<file path="config.mk">
export PLATFORM = sky130hd
export DESIGN_NAME = lz77hc_queue
export DESIGN_NICKNAME = d
export VERILOG_FILES = /design/src/design/lz77hc_pkg.sv /design/src/design/lz77hc_queue.sv
export SDC_FILE = /design/constraint.sdc
export NUM_CORES = 1
export LEC_CHECK = 0
export CORE_ASPECT_RATIO = 1.25
export CORE_MARGIN = 2
export CORE_UTILIZATION = 45
export DETAILED_ROUTE_END_ITERATION = 12
export DONT_BUFFER_PORTS = 1
export PLACE_DENSITY_LB_ADDON = 0.25
export SETUP_SLACK_MARGIN = 0.2
export SYNTH_ARGS = -nofsm -noshare
export SYNTH_HDL_FRONTEND = slang
export SYNTH_SLANG_ARGS = --single-unit
</file>
<file path="constraint.sdc">
create_clock -name clock -period 3.39 [get_ports clock]
set_input_delay 0.339 -clock clock [delete_from_list [all_inputs] [get_ports clock]]
set_output_delay 0.339 -clock clock [all_outputs]
set_load 0.005 [all_outputs]
</file>
<file path="src/design/lz77hc_pkg.sv">
// Shared types and constants for the LZ77 history copy core.
package lz77hc_pkg;

   localparam int BYTE_W = 8;
   localparam int DIST_W = 14;
   localparam int LEN_W = 7;
   localparam int KIND_W = 2;
   localparam int WSIZE_W = 14;

   localparam logic [KIND_W-1:0] KIND_LITERAL = 2'd0;
   localparam logic [KIND_W-1:0] KIND_COPY = 2'd1;
   localparam logic [KIND_W-1:0] KIND_RESTART = 2'd2;

   localparam logic [WSIZE_W-1:0] WSIZE_RESET = 14'd8192;

   // Register index of the window limit, taken from paddr[2]
   localparam logic REG_WINDOW_SIZE = 1'b0;

   // Token queue
   localparam int QUEUE_DEPTH = 4;
   localparam int QPTR_W = 2;
   localparam int QCNT_W = 3;

   typedef enum logic [1:0] {
      OP_LITERAL,
      OP_COPY,
      OP_RESTART
   } op_type;

   typedef struct packed {
      op_type              op;
      logic [BYTE_W-1:0]   literal;
      logic [DIST_W-1:0]   distance;
      logic [LEN_W-1:0]    run_length;
      logic                bad;
   } token_type;

   typedef enum logic {
      BK_IDLE,
      BK_COPY
   } back_state_type;

endpackage

</file>
<file path="src/design/lz77hc_queue.sv">
// Short token queue between front and back end.
module lz77hc_queue (
   input  logic                   clock,
   input  logic                   reset,
   input  logic                   push,
   input  lz77hc_pkg::token_type  push_token,
   input  logic                   pop,
   output logic                   full,
   output logic                   not_empty,
   output lz77hc_pkg::token_type  head
);

   lz77hc_pkg::token_type entry_ff [lz77hc_pkg::QUEUE_DEPTH];

   logic [lz77hc_pkg::QPTR_W-1:0] wr_ptr_ff, wr_ptr_in;
   logic [lz77hc_pkg::QPTR_W-1:0] rd_ptr_ff, rd_ptr_in;
   logic [lz77hc_pkg::QCNT_W-1:0] count_ff, count_in;
   logic                          do_push;
   logic                          do_pop;

   assign full      = (count_ff == lz77hc_pkg::QCNT_W'(lz77hc_pkg::QUEUE_DEPTH));
   assign not_empty = (count_ff != '0);
   assign head      = entry_ff[rd_ptr_ff];
   assign do_push   = push && !full;
   assign do_pop    = pop && not_empty;

   always_comb begin
      wr_ptr_in = do_push ? wr_ptr_ff + 1'b1 : wr_ptr_ff;
      rd_ptr_in = do_pop ? rd_ptr_ff + 1'b1 : rd_ptr_ff;
      count_in  = count_ff;
      if (do_push && !do_pop) begin
         count_in = count_ff + 1'b1;
      end else if (do_pop && !do_push) begin
         count_in = count_ff - 1'b1;
      end
   end

   always_ff @(posedge clock) begin
      if (reset) begin
         wr_ptr_ff <= '0;
         rd_ptr_ff <= '0;
         count_ff  <= '0;
      end else begin
         wr_ptr_ff <= wr_ptr_in;
         rd_ptr_ff <= rd_ptr_in;
         count_ff  <= count_in;
      end
   end

   always_ff @(posedge clock) begin
      if (do_push) begin
         entry_ff[wr_ptr_ff] <= push_token;
      end
   end

endmodule

</file>
==> flow_metrics.py <==
metrics = {
    "sta": {
        "layout_worst_path_cycle_share": 0.723,
        "hold_viol": 0,
        "slew_headroom": 0.389,
        "fin_tns_setup_ps": 0,
        "finalCriticalPeriod_ps": 2450,
        "worstMarginPinSlew_ps": 916,
        "slew_violations": 0,
        "max_freq_mhz": 408,
        "setup_viol": 0,
        "rsz0062_at_grt": "false",
        "finClkSkew_ps": 5.62,
    },
    "cells_and_area": {
        "diodes": 0,
        "nets": 271,
        "area_growth_pct": 14.8,
        "layout-drive-gt1-share": 0.298,
        "instances_no_fill": 377,
        "design_area_sq_um": 5890,
    },
    "placed_design": {
        "gp_congestion": 0.696,
        "dp.cells": 344,
        "post_dp_cell_area_sq_um": 5240,
        "place_hpwl_um": 4650,
        "io_buffers": 0,
    },
    "yosys": {
        "synth_top_area_frac": 0.749,
        "yosys_register_bits": 137,
        "yosysSeqAreaShare": 0.784,
        "yosysWarnings": 0,
        "syn_area_sq_um": 5130,
        "avgSynthCellArea_sq_um": 23.9,
        "syn_nets": 257,
        "ys_top_cells_by_area": "edfxtp_1 (75%), mux4_2 (13%), dfxtp_1 (3.5%)",
        "synth_cell_types": 22,
        "yosysTopAreaCell": "edfxtp_1",
        "syn_inst": 215,
    },
    "setup_path": {
        "max_stage_delay_ps": 770,
        "cp_slowest_cell": "dfxtp_2",
        "start_kind": "flop",
        "worst_setup_path_end_kind": "output pin",
        "required_ps": 3050,
        "arrival_ps": 2110,
        "path_cells": "buf_4, mux4_2",
        "cp_max_fo": 19,
        "worstSetupPathType": "flop to output pin",
    },
    "floorplanning": {
        "die_area_sq_um": 12300,
        "start_util": 0.461,
        "rows": 43,
        "io_pins": 70,
        "dieWidth_um": 99.5,
        "die_h_um": 123,
        "core_sq_um": 11100,
    },
    "global_route": {
        "grt_max_degree": 33,
        "overflow": 0,
        "grt_pass1_wl_um": 12600,
        "antenna_found_initial": 0,
        "grt_pass1_vias": 2286,
        "grt.total_usage": 0.146,
    },
    "clock_network": {
        "cts.sinks": 137,
        "clock_path_buffers": 2,
        "numCtsBuffers": 17,
        "cts_root_buffer": "clkbuf_16",
        "clk_pin_slew_ps": 60,
        "cts_tree": "done",
        "h-tree-depth": 4,
        "cts_setup_buffers": 0,
        "clk_latency_ps": 400,
        "cts_resized": 0,
    },
    "detailed_routing": {
        "antenna_left": 0,
        "drcViolationCount": 0,
        "avgRoutedWirePerCell_um": 21.7,
        "vias": 2079,
        "routed-wl-met3_um": 557,
        "drt_iter0_drc": 109,
        "highest_layer": "met4",
        "m1WireLength_um": 3220,
        "met2_length_um": 4310,
        "first_pass_iters": 4,
        "wl_um": 8200,
        "via_per_inst": 5.51,
    },
    "power_and_ir_drop": {
        "power-per-cell-area_nw_per_um2": 823,
        "leakage_nw": 1.89,
        "ir_drop_mv": 0.473,
    },
    "job": {
        "maxCapViolCount": 0,
    },
    "outcome": {
        "outcome": "finished, final reports clean",
    },
    "worst_hold_path": {
        "hold_class": "input port to flop",
    },
}
==> sequential cells by signal, indices dropped and copies added, names as in the netlist, named ones only <==
register,flops
entry_ff,128
rd_ptr_ff,2
count_ff,3
wr_ptr_ff,2
==> kinds of logic after synthesis <==
logic type,share of synthesized area
buffers and inverters,0.0205
AOI/OAI and AO/OA,0.00804
muxes,0.146
and+or+nand+nor,0.0190
DFF,0.784
xor gates and xnor gates,0.00682
adders and majority gates,0.0161
==> layout make-up <==
type	instances	area, sq um
multi-input cells	66	1010
clock buffers	17	425
flip-flops and latches	137	4030
well taps	135	169
inverters	4	15.0
repair buffers	3	25.0
fillers	847	5240
clock inverters	15	224
==> worst max-delay path: cells and delay by family, from the launching register on <==
family   cells  cell delay [ps]
flops        1              770
mux          1              570
buf+inv      1              360
==> cell usage in the layout, fill, tap and decap left out, types with 3 or more instances in the layout <==
master,count
and2_2,4
bufinv_16,5
clkbuf_16,17
clkinv_2,3
clkinv_4,3
dfxtp_1,7
edfxtp_1,128
ha_1,5
inv_1,4
mux4_2,30
nor2_1,6
or3_1,3
xor2_1,4
==> layer usage <==
metal  vias to the layer above  global-route usage
met4                         0              0.0642
li1                        923                   -
met2                        62               0.240
met5                         -                   0
met3                         7              0.0633
met1                      1087               0.167
==> Yosys cell counts <==
cell,count
mux4_2,30
buf_12,3
fa_1,1
xor2_1,4
nor2_1,6
o31ai_2,1
edfxtp_1,128
and2_1,4
o311ai_1,1
or3_1,3
buf_6,1
clkbuf_1,1
nand2b_1,2
nor3b_4,1
ha_1,5
mux2i_1,2
mux4_1,2
dfxtp_1,9
buf_2,3
a21oi_1,2
inv_1,4
o21ai_0,2
==> per-stage QoR <==
| stage | setup slack, ps | power [mW] | util | hold WS [ps] |
|---|---|---|---|---|
| after global placement | 1210 | 2.91 | 0.470 | 410 |
| final | 941 | 4.85 | 0.529 | 28.9 |
| after detailed placement | 1120 | 2.93 | 0.470 | 412 |
| after floorplan | 1340 | 2.81 | - | 438 |
| after CTS | 838 | 4.92 | 0.529 | 9.00 |
| after global routing | 761 | 5.06 | 0.529 | 1.75 |
==> worst paths after layout <==
path	slack, ps	from	depth (start not counted)	to
setup reg to reg	1160	count_ff[0]	8	count_ff[2]
hold reg to reg	510	wr_ptr_ff[1]	2	wr_ptr_ff[1]
hold / removal	30	push_token[28]	0	entry_ff[1][28]
setup / recovery	940	flop	2	head[16]
==> power by group <==
part	switching, mW	total [mW]	leakage [nW]	internal, mW
Clock	0.683	1.99	0.314	1.31
Sequential	0.150	2.19	1.25	2.04
Combinational	0.307	0.670	0.329	0.362
Total	1.14	4.85	1.89	3.71
==> what timing repair did <==
item,CTS,global route
endpoints found under the setup margin,0,0
endpoints found under the hold margin,8,0
hold buffers,1,0
(Power assumes the default switching activity.)
