File: config.mk
export PLATFORM = sky130hd
export DESIGN_NAME = lz77hc_front
export DESIGN_NICKNAME = d
export VERILOG_FILES = /design/src/design/lz77hc_pkg.sv /design/src/design/lz77hc_front.sv
export SDC_FILE = /design/constraint.sdc
export NUM_CORES = 1
export LEC_CHECK = 0
export ABC_AREA = 0
export ABC_CLOCK_PERIOD_IN_PS = 2700
export BUFFER_PORTS_ARGS = -buffer_cell sky130_fd_sc_hd__buf_2
export CAP_MARGIN = 10
export CORE_MARGIN = 3
export CORE_UTILIZATION = 37
export DETAILED_ROUTE_END_ITERATION = 10
export PLACE_DENSITY = 0.91
export SLEW_MARGIN = 20
export SYNTH_ARGS = -nofsm -noshare
export SYNTH_HDL_FRONTEND = slang
export SYNTH_SLANG_ARGS = --single-unit
File: constraint.sdc
create_clock -name vclk -period 2.7
set_clock_uncertainty 0.05 [all_clocks]
set_input_delay 0.135 -clock vclk [all_inputs]
set_output_delay 0.135 -clock vclk [all_outputs]
set_load 0.05 [all_outputs]
File: src/design/lz77hc_pkg.sv
// Shared types and constants for the LZ77 history copy core.
package lz77hc_pkg;

   localparam int BYTE_W = 8;
   localparam int DIST_W = 14;
   localparam int LEN_W = 7;
   localparam int KIND_W = 2;
   localparam int WSIZE_W = 14;

   localparam logic [KIND_W-1:0] KIND_LITERAL = 2'd0;
   localparam logic [KIND_W-1:0] KIND_COPY = 2'd1;
   localparam logic [KIND_W-1:0] KIND_RESTART = 2'd2;

   localparam logic [WSIZE_W-1:0] WSIZE_RESET = 14'd8192;

   // Register index of the window limit, taken from paddr[2]
   localparam logic REG_WINDOW_SIZE = 1'b0;

   // Token queue
   localparam int QUEUE_DEPTH = 4;
   localparam int QPTR_W = 2;
   localparam int QCNT_W = 3;

   typedef enum logic [1:0] {
      OP_LITERAL,
      OP_COPY,
      OP_RESTART
   } op_type;

   typedef struct packed {
      op_type              op;
      logic [BYTE_W-1:0]   literal;
      logic [DIST_W-1:0]   distance;
      logic [LEN_W-1:0]    run_length;
      logic                bad;
   } token_type;

   typedef enum logic {
      BK_IDLE,
      BK_COPY
   } back_state_type;

endpackage

File: src/design/lz77hc_front.sv
// Front end: accepts tokens, classifies them, drops no-ops and checks copy distance.
module lz77hc_front #(
   parameter int WINDOW_DEPTH = 8192,
   parameter int MAX_RUN = 64
) (
   input  logic                            req_tvalid,
   output logic                            req_tready,
   input  logic [31:0]                     req_tdata,
   input  logic [lz77hc_pkg::KIND_W-1:0]   req_tuser,
   input  logic [lz77hc_pkg::WSIZE_W-1:0]  win_limit,
   input  logic                            q_full,
   output logic                            q_push,
   output lz77hc_pkg::token_type           q_token
);

   localparam int DW = $clog2(WINDOW_DEPTH + 1);
   localparam int CW = (DW > lz77hc_pkg::WSIZE_W) ? DW : lz77hc_pkg::WSIZE_W;
   localparam logic [CW-1:0] DEPTH_C = CW'(WINDOW_DEPTH);

   logic [lz77hc_pkg::BYTE_W-1:0] literal;
   logic [lz77hc_pkg::DIST_W-1:0] distance;
   logic [lz77hc_pkg::LEN_W-1:0]  run_length;
   logic [lz77hc_pkg::LEN_W-1:0]  run_clamped;
   logic [CW-1:0]                 reach;
   logic [CW-1:0]                 dist_c;
   logic                          keep;

   assign literal    = req_tdata[7:0];
   assign distance   = req_tdata[21:8];
   assign run_length = req_tdata[28:22];

   assign req_tready = !q_full;

   always_comb begin
      reach = (CW'(win_limit) < DEPTH_C) ? CW'(win_limit) : DEPTH_C;
      dist_c = CW'(distance);
      run_clamped = (run_length > lz77hc_pkg::LEN_W'(MAX_RUN)) ?
                    lz77hc_pkg::LEN_W'(MAX_RUN) : run_length;

      q_token.literal    = literal;
      q_token.distance   = distance;
      q_token.run_length = run_clamped;
      q_token.bad        = (distance == '0) || (dist_c > reach);
      q_token.op         = lz77hc_pkg::OP_LITERAL;
      keep = 1'b0;
      unique case (req_tuser)
         lz77hc_pkg::KIND_LITERAL: begin
            q_token.op = lz77hc_pkg::OP_LITERAL;
            keep = 1'b1;
         end
         lz77hc_pkg::KIND_COPY: begin
            q_token.op = lz77hc_pkg::OP_COPY;
            // a zero-length copy produces nothing: drop it here
            keep = (run_clamped != '0);
         end
         lz77hc_pkg::KIND_RESTART: begin
            q_token.op = lz77hc_pkg::OP_RESTART;
            keep = 1'b1;
         end
         default: begin
            keep = 1'b0;
         end
      endcase
   end

   assign q_push = req_tvalid && !q_full && keep;

endmodule

==> key figures <==
STA
  – Least-Margin Pin Slew: 374.8 ps
  – Final Max Slew Viols: 0
  – Final setup violation count: 0
  – Fmax: 0.4697 GHz
  – Hold Vio Cnt, Final: 0
  – Final min period: 2129 ps
  – Relative slew slack: 0.7499
  – Final setup TNS: 0 ps
  – Period utilization: 0.7885
  – RSZ-0062 raised after global routing: false

Detailed routing
  – DR WL/cell: approximately 12 microns
  – Routed vias/inst: around 5.0
  – Initial DRC count: 13
  – DR pass1 iterations: 5
  – Drc violations: 0
  – Final antenna-violating net count: 0
  – Final wirelength: 1.945 mm
  – Routed via count: ~780

Place
  – IO buf count: 65
  – DP Wirelength: 1.754 mm
  – GPL Wtd Cong: 0.7863

Clock network
  – CTS Hold Bufs: 0
  – Post_cts resized: 0
  – Postcts setup bufs: 0

Worst hold path
  – Worst Hold Class: input pin to output port
  – Hold depth: 0
  – Hold_sp: req_tdata[3]
  – Hold Crit Endpoint: q_token[25]

Yosys
  – Post-synthesis sequential area ratio: 0
  – Post-synthesis cell count: 92
  – Syn_nets: about 160
  – Library cells used by synthesis: 22
  – Syn. warnings: 0
  – Syn Area/Cell: ~7.2 sq um
  – Synthesized cell area: about 670 sq um

Global routing
  – Total GRT Usage: 0.1505
  – GR Overflow Total: 0
  – Number of global-route vias before repair: between 700 and 800
  – First-pass GRT wire length: around 3 mm
  – Initial antenna violation count: 0
  – Largest net degree at the start of global routing: 14

Power
  – P_sw: 133.9 uW
  – Flop pwr share: 0
  – Clk network pwr share: 0
  – Net switching fraction of the power: 0.6726
  – Power, Total: 199.0 uW
  – Leak: approximately 0.0005 uW
  – Peak supply drop: 0.1121 mV
  – Comb pwr share: 1.000
  – Pwr per Cell Area: between 200 and 250 nW/um^2
  – Internal Pwr Total: 65.15 uW

Cells and area
  – Commonest non-fill, non-tap cell in the layout: buf_2
  – Clock buffer cells: 0
  – Nets: 199
  – Share of layout cells above drive strength 1: 0.5414
  – Synth-to-layout area growth: 26.45%
  – # diodes: 0
  – Seq_cells: 0
  – Most frequent cells in the layout: buf_2, nand2_1, ha_1
  – Register Area: 0 sq um

Die
  – Die height: 48.46 microns
  – Initial Util: 0.4184
  – Die Footprint: 2348 sq um
  – Io pins: 84
  – FP Rows: 14
  – Core ar.: 1594 sq um
  – Width of the die: 48.46 microns

Worst setup path
  – CP delay by family, top: buffers and inverters
  – Buf/Inv on CP: 3
  – CP peak stage delay: 320 ps
  – Top cell by count, worst path: buf_2
  – CP Data Arrival Time: 1940 ps
  – Slowest stage cell, crit path: ha_1
  – Worst Path Required: 2520 ps
  – Critical path class: input pin to output port
  – CP Capture Type: output port
  – Worst Path Max Fanout: 13
  – Startpoint class of the critical path: input pin
  – Critical-path cell list: buf_2 > inv_1 > nand2_1 > ha_1 > nand4_1 > o21bai_1 > a311oi_1 > o31a_1 > buf_2

Outcome
  – Status: complete, no violations

Job
  – Max_cap viols: 0
==> routing by layer <==
layer,wire length (microns),GRT usage,vias to the layer above,share of wire
met5,0,0,-,0
met4,16,0.03791,0,0.0082
met3,243,0.05215,4,0.12
met2,1016,0.2982,47,0.52
met1,669,0.1463,347,0.34
li1,-,-,384,-
==> cells by family (layout without fill, tap and decap cells) <==
family,after synthesis,count (layout),share of synthesized area
simple gates,39,39,0.3358
buf+inv,27,68,0.2852
fa+ha+maj,14,14,0.2627
compound gates,12,12,0.1163
==> worst max-delay path by stage <==
stage | start | endpoint | slack, ps | cells past startpoint
3_5_place_dp | win_limit[13] | q_token[0] | 610 | 9
6_report | win_limit[13] | q_token[0] | 570 | 9
5_1_grt | win_limit[13] | q_token[0] | 440 | 9
4_1_cts | win_limit[13] | q_token[0] | 600 | 9
3_3_place_gp | win_limit[13] | q_token[0] | 640 | 9
2_1_floorplan | win_limit[13] | q_token[0] | 700 | 8
==> stage by stage <==
stage	cell area [sq um]	worst slack (ps)	std cells	hold WS, ps	util
2_1_floorplan	666.9	704.4	92	387.1	-
3_3_place_gp	843.3	643.5	157	220.6	0.5290
3_5_place_dp	843.3	612.5	157	220.6	0.5290
4_1_cts	843.3	603.0	157	220.6	0.5290
5_1_grt	843.3	436.1	157	220.1	0.5290
6_report	843.3	571.1	157	220.0	0.5290
==> power groups by stage <==
| stage | sequential [uW] | combinational, uW | clock, uW |
|---|---|---|---|
| after floorplan | 0 | 179 | 0 |
| after global placement | 0 | 191 | 0 |
| after detailed placement | 0 | 199 | 0 |
| after CTS | 0 | 200 | 0 |
| after global routing | 0 | 214 | 0 |
| final | 0 | 199 | 0 |
==> cells in the mapped netlist <==
| cell | count | share of area |
|---|---|---|
| dlygate4sd3_1 | 1 | 0.015 |
| inv_1 | 3 | 0.017 |
| o21bai_1 | 1 | 0.011 |
| a21o_1 | 2 | 0.023 |
| nand2_1 | 15 | 0.084 |
| nor2b_1 | 4 | 0.038 |
| o21ai_1 | 1 | 0.0075 |
| nand4_1 | 4 | 0.038 |
| nor2_1 | 1 | 0.0056 |
| o31a_1 | 1 | 0.013 |
| a21oi_1 | 5 | 0.038 |
| nor4_1 | 4 | 0.038 |
| clkbuf_1 | 1 | 0.0056 |
| and2b_2 | 6 | 0.079 |
| ha_1 | 14 | 0.26 |
| a311oi_1 | 1 | 0.013 |
| or4_1 | 1 | 0.011 |
| nor4_2 | 1 | 0.019 |
| buf_4 | 22 | 0.25 |
| and3_1 | 1 | 0.0094 |
| o211ai_1 | 1 | 0.011 |
| nand3_1 | 2 | 0.015 |
==> final cells by class <==
type                            count  area, sq um
Multi-Input combinational cell     65        476.7
Inverter                            3        11.26
Tap cell                           24        30.03
Timing Repair Buffer               65        325.3
Fill cell                         166        750.7
Note: power is estimated with default switching activity, not from simulation.
